## config.mk

```make
export PLATFORM = sky130hd
export DESIGN_NAME = sorted_array_priority_queue
export DESIGN_NICKNAME = d
export VERILOG_FILES = /design/src/saq_pkg.sv /design/src/saq_cell.sv /design/src/sorted_array_priority_queue.sv
export SDC_FILE = /design/constraint.sdc
export NUM_CORES = 2
export LEC_CHECK = 0
export ABC_AREA = 1
export BUFFER_PORTS_ARGS = -buffer_cell sky130_fd_sc_hd__buf_2
export CAP_MARGIN = 20
export CORE_MARGIN = 2
export CORE_UTILIZATION = 35
export DETAILED_ROUTE_END_ITERATION = 10
export GPL_TIMING_DRIVEN = 0
export HOLD_SLACK_MARGIN = 0.12
export SKIP_CTS_REPAIR_TIMING = 1
export SLEW_MARGIN = 10
export SYNTH_ARGS = -nofsm -noshare
export SYNTH_HDL_FRONTEND = slang
export SYNTH_SLANG_ARGS = --single-unit
```

## constraint.sdc

```tcl
create_clock -name clk_i -period 4.5 [get_ports clk_i]
set_input_delay 0.45 -clock clk_i [delete_from_list [all_inputs] [get_ports clk_i]]
set_output_delay 0.45 -clock clk_i [all_outputs]
set_load 0.05 [all_outputs]
```

## src/saq_pkg.sv

```systemverilog
// Package with the shared types and constants of the sorted-array priority queue.
package saq_pkg;

  // Number of cells in the chain and the width of the key count.
  localparam int unsigned CAPACITY = 32;
  localparam int unsigned CNT_W    = $clog2(CAPACITY + 1);
  localparam int unsigned KEY_W    = 32;
  localparam int unsigned KIND_W   = 2;
  localparam int unsigned STATUS_W = 2;

  // Operation codes carried in the kind field.
  localparam logic [KIND_W-1:0] KIND_INSERT = 2'd0;
  localparam logic [KIND_W-1:0] KIND_DELMAX = 2'd1;
  localparam logic [KIND_W-1:0] KIND_LOOKUP = 2'd2;

  // Status codes returned with every result.
  localparam logic [STATUS_W-1:0] ST_DONE  = 2'd0;
  localparam logic [STATUS_W-1:0] ST_FULL  = 2'd1;
  localparam logic [STATUS_W-1:0] ST_EMPTY = 2'd2;

  typedef logic [KEY_W-1:0] key_t;
  typedef logic [CNT_W-1:0] cnt_t;

  // One operation request.
  typedef struct packed {
    logic [KIND_W-1:0] kind;
    key_t              key;
  } saq_req_t;

  // One result.
  typedef struct packed {
    logic [STATUS_W-1:0] status;
    key_t                removed_key;
    logic                found;
    cnt_t                count;
  } saq_rsp_t;

  // What a cell hands to its upper neighbor: its key and whether it sorts below the request key.
  typedef struct packed {
    logic lt;
    key_t key;
  } saq_link_t;

endpackage

```

## src/saq_cell.sv

```systemverilog
// One storage cell of the sorted chain: holds a key and shifts up on insert.
module saq_cell
  import saq_pkg::*;
(
  input  logic      clk_i,
  input  logic      insert_i,
  input  key_t      key_i,
  input  logic      valid_i,
  input  saq_link_t left_i,
  output saq_link_t link_o,
  output logic      match_o,
  output key_t      key_o
);

  key_t key_q;
  key_t key_d;

  // Compare the stored key against the request key.
  assign link_o.lt  = valid_i && (key_q < key_i);
  assign link_o.key = key_q;
  assign match_o    = valid_i && (key_q == key_i);
  assign key_o      = key_q;

  // A cell below the insertion point keeps its key; the cell at the point takes the
  // new key, and every cell above it takes its lower neighbor's key.
  always_comb begin
    key_d = key_q;
    if (insert_i && !link_o.lt) begin
      key_d = left_i.lt ? key_i : left_i.key;
    end
  end

  always_ff @(posedge clk_i) begin
    key_q <= key_d;
  end

endmodule

```

## src/sorted_array_priority_queue.sv

```systemverilog
// Top level of the sorted-array max priority queue built from a chain of key cells.
//
// The queue holds up to CAPACITY keys in ascending order, one per cell. Each request
// is first registered; when it executes, every cell compares its key with the request
// key at once and, on insert, shifts toward the top in parallel. A new request is
// accepted only once the pending one has executed, so the queue takes one request at a
// time; the pending request waits while the previous result is still stalled in the
// output register. No clearing pass is needed after reset: only cells below the count
// are ever read.
module sorted_array_priority_queue
  import saq_pkg::*;
(
  input  logic     clk_i,
  input  logic     rst_ni,
  input  logic     in_valid_i,
  output logic     in_stall_o,
  input  saq_req_t in_req_i,
  output logic     out_valid_o,
  input  logic     out_stall_i,
  output saq_rsp_t out_rsp_o
);

  logic      op_valid_q, op_valid_d;
  saq_req_t  req_q;
  logic      out_valid_q, out_valid_d;
  saq_rsp_t  rsp_q, rsp_d;
  cnt_t      count_q, count_d;
  logic      accept;
  logic      exec;
  logic      do_insert;
  logic      [CAPACITY-1:0] cell_valid;
  logic      [CAPACITY-1:0] cell_top;
  logic      [CAPACITY-1:0] cell_match;
  key_t      cell_key [CAPACITY];
  saq_link_t link [CAPACITY+1];
  key_t      top_key;
  logic      any_match;

  // Handshake: one request in flight, executed when the output register can take it.
  assign in_stall_o = op_valid_q;
  assign accept     = in_valid_i && !in_stall_o;
  assign exec       = op_valid_q && (!out_valid_q || !out_stall_i);
  assign do_insert  = exec && (req_q.kind == KIND_INSERT) && (count_q < cnt_t'(CAPACITY));

  // The virtual cell below the bottom sorts below any key.
  assign link[0].lt  = 1'b1;
  assign link[0].key = '0;

  // Chain of cells; validity and the top position follow from the count.
  for (genvar i = 0; i < CAPACITY; i++) begin : g_cell
    assign cell_valid[i] = cnt_t'(i) < count_q;
    assign cell_top[i]   = cnt_t'(i + 1) == count_q;

    saq_cell u_cell (
      .clk_i    (clk_i),
      .insert_i (do_insert),
      .key_i    (req_q.key),
      .valid_i  (cell_valid[i]),
      .left_i   (link[i]),
      .link_o   (link[i+1]),
      .match_o  (cell_match[i]),
      .key_o    (cell_key[i])
    );
  end

  // Select the top key and reduce the match flags across the chain.
  always_comb begin
    top_key = '0;
    for (int unsigned i = 0; i < CAPACITY; i++) begin
      top_key = top_key | (cell_key[i] & {KEY_W{cell_top[i]}});
    end
  end
  assign any_match = |cell_match;

  // Result and count update for the executing request.
  always_comb begin
    count_d           = count_q;
    rsp_d             = rsp_q;
    if (exec) begin
      rsp_d.status      = ST_DONE;
      rsp_d.removed_key = '0;
      rsp_d.found       = 1'b0;
      unique case (req_q.kind)
        KIND_INSERT: begin
          if (count_q < cnt_t'(CAPACITY)) begin
            count_d = count_q + cnt_t'(1);
          end else begin
            rsp_d.status = ST_FULL;
          end
        end
        KIND_DELMAX: begin
          if (count_q == '0) begin
            rsp_d.status = ST_EMPTY;
          end else begin
            count_d           = count_q - cnt_t'(1);
            rsp_d.removed_key = top_key;
          end
        end
        KIND_LOOKUP: begin
          rsp_d.found = any_match;
        end
        default: begin
        end
      endcase
      rsp_d.count = count_d;
    end
  end

  // Request register and output register control.
  always_comb begin
    op_valid_d = op_valid_q;
    if (accept) begin
      op_valid_d = 1'b1;
    end else if (exec) begin
      op_valid_d = 1'b0;
    end
    out_valid_d = out_valid_q && out_stall_i;
    if (exec) begin
      out_valid_d = 1'b1;
    end
  end

  always_ff @(posedge clk_i or negedge rst_ni) begin
    if (!rst_ni) begin
      op_valid_q  <= 1'b0;
      out_valid_q <= 1'b0;
      count_q     <= '0;
    end else begin
      op_valid_q  <= op_valid_d;
      out_valid_q <= out_valid_d;
      count_q     <= count_d;
    end
  end

  // Payload registers.
  always_ff @(posedge clk_i) begin
    if (accept) begin
      req_q <= in_req_i;
    end
    rsp_q <= rsp_d;
  end

  assign out_valid_o = out_valid_q;
  assign out_rsp_o   = rsp_q;

  // The count never exceeds the number of cells.
  assert property (@(posedge clk_i) disable iff (!rst_ni)
    count_q <= cnt_t'(CAPACITY))
    else $error("key count above capacity");

  // Every executed request leaves a result in the output register.
  assert property (@(posedge clk_i) disable iff (!rst_ni)
    exec |=> out_valid_q)
    else $error("executed request produced no result");

  // One request moves the count by at most one.
  assert property (@(posedge clk_i) disable iff (!rst_ni)
    exec |=> (count_q == $past(count_q)) || (count_q == $past(count_q) + cnt_t'(1))
             || (count_q == $past(count_q) - cnt_t'(1)))
    else $error("count moved by more than one");

  // A full rejection is reported only when every cell is occupied.
  assert property (@(posedge clk_i) disable iff (!rst_ni)
    (out_valid_q && (rsp_q.status == ST_FULL)) |-> (rsp_q.count == cnt_t'(CAPACITY)))
    else $error("full status with free cells");

  // The count changes only when a request executes.
  assert property (@(posedge clk_i) disable iff (!rst_ni)
    !exec |=> $stable(count_q))
    else $error("count changed without a request");

endmodule
```

Word-level counts from Yosys, hierarchy flattened:

Cells that the tools add are included.

* flip-flop bits (word level): 1107
* input port bits: 38
* output and inout bits: 43
* logic and storage cells: 420

* add/subtract/negate cells: 2
* magnitude comparators: 65
* eq/ne operators: 66
* mux-type cells: 40
* bitwise operators: 64
* reduce and logical (&&, ||, !) cells: 142

Operator list (number)
* $and 32x32->32: 32
* $eq 32x32->1: 32
* $lt 32x32->1: 32
* $mux 32: 31
* $or 32x32->32: 31
* $logic_and 1x1->1: 101
* $eq 5x6->1 const A: 16
* $lt 5x6->1 const A: 16
* $eq 4x6->1 const A: 8
* $lt 4x6->1 const A: 8
* $logic_not 1->1: 35
* $reduce_or 32->1: 1
* $eq 3x6->1 const A: 4
* $lt 3x6->1 const A: 4
* $eq 2x6->1 const A: 2
* $lt 1x6->1 const A: 2
* $lt 2x6->1 const A: 2
* $mux 6: 2
* $pmux 6 s2: 1
* $add 6x1->6 const B: 1
* $eq 1x6->1 const A: 1
* $eq 6x6->1 const A: 1
* $logic_not 6->1: 1
* $lt 6x6->1 const B: 1
* other kinds (11): 14

Depth between registers and ports, before layout:

* depth after elaboration: 33
* gate-level depth with buffers: 17
* depth with buffers taken out: 14

By module:

Synthesis repeated with hierarchy kept, for this count alone.

* cell total of the unflattened synthesis: 11421
* area, all modules: 91069.8 um2

By module, submodules not included
* saq_cell: instances 32, cells an instance 278, area each 2426.1 um2, sequential area each 960.9 um2
* sorted_array_priority_queue: instances 1, cells an instance 2525, area each 13435.4 um2, sequential area each 2452.4 um2

Worst setup path after synthesis:

Ideal clock, no wire load.

* path kind: reg2reg
* from: reg req_q[2] (netlist name)
* to: reg g_cell[26].u_cell.key_q[0], enable pin
* setup time: 0.432 ns
* data arrival time: 4.353 ns
* data required time: 4.068 ns
* slack: -0.285 ns
* cell stages (with the launch flop): 13
* path buffers: 3
* clock period less this slack: 4.785 ns
* cell sequence: edfxtp_1 clkbuf_1 inv_1 clkbuf_1 ha_1 nand3_1 o211a_1 o21ai_0 nand2_1 nand2_1 nand2_1 clkbuf_1 a21oi_1

* longest elaborated chain between the ends: 4

RTL lines
* start, declared: line sorted_array_priority_queue.sv:24 `saq_req_t req_q;`
* start signal, assigned: line sorted_array_priority_queue.sv:138 `req_q <= in_req_i;`
* $lt 32x32->1: line saq_cell.sv:19 `assign link_o.lt = valid_i && (key_q < key_i);`
* $logic_and 1x1->1: line saq_cell.sv:19
* $logic_not 1->1: line saq_cell.sv:28 `if (insert_i && !link_o.lt) begin`
* $logic_and 1x1->1: line saq_cell.sv:28
* end signal, assigned: line saq_cell.sv:34 `key_q <= key_d;`
* end, declared: line saq_cell.sv:15 `key_t key_q;`

Every way passes these cells.
A chain may end at the register's enable or synchronous reset.

Worst setup path after layout:

* from: reg count_q[1]
* to: reg rsp_q, in the netlist out_rsp_o[16] (data pin)

* longest elaborated chain between the ends: 33
* elaborated cells between the ends (all ways): 97
* classes of those cells: eq/ne (32); bitwise (63); reduce/logical (2)

RTL lines
* start, declared: line sorted_array_priority_queue.sv:27 `cnt_t count_q, count_d;`
* start signal, assigned: line sorted_array_priority_queue.sv:131 `count_q <= count_d;`
* $eq 1x6->1 / $eq 2x6->1 (equally long branches): line sorted_array_priority_queue.sv:52 `assign cell_top[i] = cnt_t'(i + 1) == count_q;`
* $and 32x32->32: line sorted_array_priority_queue.sv:70 `top_key = top_key | (cell_key[i] & {KEY_W{cell_top[i]}});`
* $or 32x32->32 (31 in a row): line sorted_array_priority_queue.sv:70
* end signal, assigned: line sorted_array_priority_queue.sv:140 `rsp_q <= rsp_d;`
* end, declared: line sorted_array_priority_queue.sv:26 `saq_rsp_t rsp_q, rsp_d;`

Parallel ways exist; a longest one is shown, timed or not.

==> impl_results.md <==
* Status: finished, violations left
* Failing checks: negative setup slack
* Number of cells in the finished layout apart from fillers at 12300
* Worst-Skew Late Latency at 0.86 ns
* Clock Sinks at 1107
* Critical-path top delay cell: dfrtp_1
* Final Worst Setup Slack at -0.380 ns
* Dpl ws at -1.89 ns
* Port Buffer Count at 80
* #FFs+latches synth at 1107
* Final ANT Viol Nets at 0
* WP data required at 5.01 ns
* Crit path launch type: flop
* H-tree depth at 4
* Post-Place Cells at 11900
* Hold crit path type: input port to flop
* Reg2reg end: out_rsp_o[16]
* Routed via count at 76500
* Gpl congestion at 1.09
* Slew @ Worst Pin at 1.33 ns
* Overflow after GRT at 0
* Placed cell areas at 0.0824 mm2
* Flop-to-flop setup slack at -0.38 ns
* Drt first pass iters at 8
* Final Cycle Share at 108%
* M1 WL at 206000 um
* Crit. Startpoint: count_q[1]
* Clk Tree Root Cell: clkbuf_16
* Row Count at 171
* Largest family of logic cells by synthesized area: simple AND/OR/NAND/NOR gates
* Synth Area in Compound Gates at 13.5%
* Vias per cell at 6.20
* Worst vdd ir at 0.478 mV
* Starting Density at 35.1%
* Initial antenna violation count at 60
* Final setup viols at 122
* Tot GR Track Use at 44.6%
* Share of layout cells above drive strength 1 at 9.67%
* Worst flop-to-flop path startpoint: count_q[1]
* Crit path kind: flop to flop
* Mapped Nets at 9957
* Simple-gate share of the synthesized area at 21.6%
* Height of the die at 470 um
* Top FF cell, synth: edfxtp_1
* Top achievable clock speed at 205 MHz
* Clock buffer depth at 3
* Post-synthesis adder-cell area fraction at 16.4%
* Power Total at 52.5 mW
* First-iteration detailed-routing DRC count at 12700
* I/O Pins at 81
* Layout area overhead at 16.3%
* Leak at 37.7 nW
* Avg WL per Cell at 41.2 um
* Die X at 470 um
* Most frequent CP cell: nor2_1
* Crit path time final at 4.88 ns
* Slew Limit Fails at 0
* Max Used Layer: met5
* HPWL after detailed placement at 420000 um
* Asr flop ratio synth at 0.723%
* Mux share of post-synthesis cell area at 0%
* Xor and xnor fraction of the mapped netlist area at 0.0806%
* Ys Warns at 0
* Avg Inst Size Synth at 8.53 um2
* Die area at 0.221 mm2
* Number of buffers created by CTS at 149
* Crit. End Element: flop
* Slew margin rel. at 11.3%
* Clock transition at the registers of the reported paths at 0.06 ns
* Skew final at 0.0298 ns
* Nets at 10400
* # DRC at 0
* Unique masters post-synth at 56
* Critical Path Stages at 11
* Pin count of the biggest net entering global routing at 41
* Critical Path, Cell by Cell: inv_2 > ha_4 > inv_1 > nor2_4 > nand2_1 > buf_2 > o21ai_0 > nor2_1 > nand4_1 > nor2_1 > a21oi_1
* CP Max Fanout at 10
* Power Density at 593 mW/mm2
* CP arrival at 5.39 ns
* CP top delay family: simple AND/OR/NAND/NOR gates
* Worst setup path endpoint: out_rsp_o[16]
* Worst-case reg-to-reg path depth at 11
* Crit path buffers/inverters at 3
* CTS tree: yes
* Wire length on met2 at 204000 um
* MaxCap Viol Count at 0
* Wirelength, routed at 508000 um
* Fin. Hold Viols at 0
* Number of global-route vias before repair at 69300
* Post-synthesis sequential area ratio at 43.6%
* Core Box Area at 0.217 mm2
* Max stage delay on crit path at 0.70 ns
* Met3 WL at 64400 um
* Mapped Cells at 8919
* Post-synth EDFFs at 1099
* First-pass GRT wire length at 649000 um
* Final instance area at 0.0884 mm2
* Synthesized cell area at 0.0761 mm2
Yosys cell counts (7+ instances only):
| cell | count | area [um2] |
|---|---|---|
| nand2_1 | 2783 | 10400 |
| edfxtp_1 | 1099 | 33000 |
| ha_1 | 1000 | 12500 |
| o21ai_0 | 864 | 4320 |
| nor2_1 | 630 | 2360 |
| a21oi_1 | 563 | 2820 |
| nand3_1 | 489 | 2450 |
| inv_1 | 417 | 1570 |
| clkbuf_1 | 247 | 927 |
| buf_2 | 147 | 736 |
| o21ai_1 | 124 | 621 |
| a211oi_1 | 88 | 661 |
| o2111ai_1 | 72 | 631 |
| nand4_1 | 71 | 444 |
| nand2_2 | 24 | 150 |
| o2111a_1 | 22 | 248 |
| o211ai_1 | 21 | 158 |
| or2_2 | 20 | 125 |
| a22o_1 | 19 | 166 |
| a22oi_1 | 19 | 143 |
| inv_2 | 19 | 71.3 |
| o22ai_1 | 18 | 113 |
| buf_4 | 17 | 128 |
| nor3_1 | 17 | 85.1 |
| nor2_2 | 15 | 93.8 |
| nand3b_1 | 12 | 90.1 |
| a31oi_1 | 9 | 56.3 |
| buf_6 | 8 | 90.1 |
| dfrtp_1 | 8 | 200 |
| xor2_1 | 7 | 61.3 |
cells in the final DEF, fill, tap and decap left out, drive strengths merged, types with 12 or more instances in the layout:
cell and instances:
nand2 2809, edfxtp 1099, ha 1000, o21ai 989
nor2 651, a21oi 567, nand3 491, inv 439
buf 424, clkbuf 414, a211oi 92, clkinv 74
o2111ai 72, nand4 71, dlygate4sd3 38, or2 26
diode 22, o2111a 22, o211ai 22, a22o 19
a22oi 19, o22ai 18, nor3 17, nand3b 12
flip-flops by register name, summed over array words and instances (netlist names):
register	cells
count_q	6
out_valid_o	1
g_cell.u_cell.key_o	1024
in_stall_o	1
req_q	34
out_rsp_o	41
routing by layer:
| metal | GRT usage [%] | vias to the layer above |
|---|---|---|
| met3 | 14.3 | 978 |
| met2 | 63.0 | 5249 |
| met5 | 0 | - |
| met4 | 24.0 | 12 |
| met1 | 60.0 | 38100 |
| li1 | - | 32200 |
final cells by class:
class | count | area [um2]
Antenna cell | 22 | 55.1
Tap cell | 2854 | 3570
Timing Repair Buffer | 286 | 3310
Multi-Input combinational cell | 6949 | 39900
Clock inverter | 93 | 756
Buffer | 417 | 2090
Sequential cell | 1107 | 33200
Fill cell | 21800 | 128000
Inverter | 438 | 1670
Clock buffer | 173 | 3860
power breakdown:
part | switching [mW] | leakage, nW | internal (mW)
sequential | 2.24 | 10.1 | 14.6
clock | 5.38 | 2.26 | 6.66
combinational | 17.6 | 25.3 | 6.09
total | 25.2 | 37.7 | 27.3
cell families after synthesis:
logic type,count (synthesis)
compound gates,1860
flops,1107
simple gates,4082
fa+ha+maj,1000
xor+xnor,7
buf+inv,863
worst min path at each step:
stage	from	end	slack [ns]	cells after the start
after floorplan	rst_ni	count_q[0]	0.15	0
after global placement	rst_ni	in_stall_o	0.35	1
after detailed placement	rst_ni	out_valid_o	0.36	1
after CTS	rst_ni	count_q[3]	-0.53	1
after global routing	in_req_i[23]	req_q[23]	0.32	2
final	in_req_i[21]	req_q[21]	0.32	2
through the flow:
step / TNS [ns] / hold slack, ns / util [%]
6_report: -11.17 / 0.316 / 40.8
3_3_place_gp: -6576.37 / 0.355 / 37.0
2_1_floorplan: 0 / 0.154 / -
4_1_cts: -1324.16 / -0.528 / 40.2
5_1_grt: -0.0860 / 0.319 / 40.8
3_5_place_dp: -1313.29 / 0.356 / 38.0
worst reg2reg max path, delay by kind of cell (launching register included):
kind,cells,cell delay (ns)
flip-flops,1,0.70
AND/OR/NAND/NOR,5,1.49
buffers and inverters,3,1.30
AO/OA/AOI/OAI,2,0.69
adder cells (fa/ha/maj),1,0.37
Note: power is estimated with default switching activity, not from simulation.
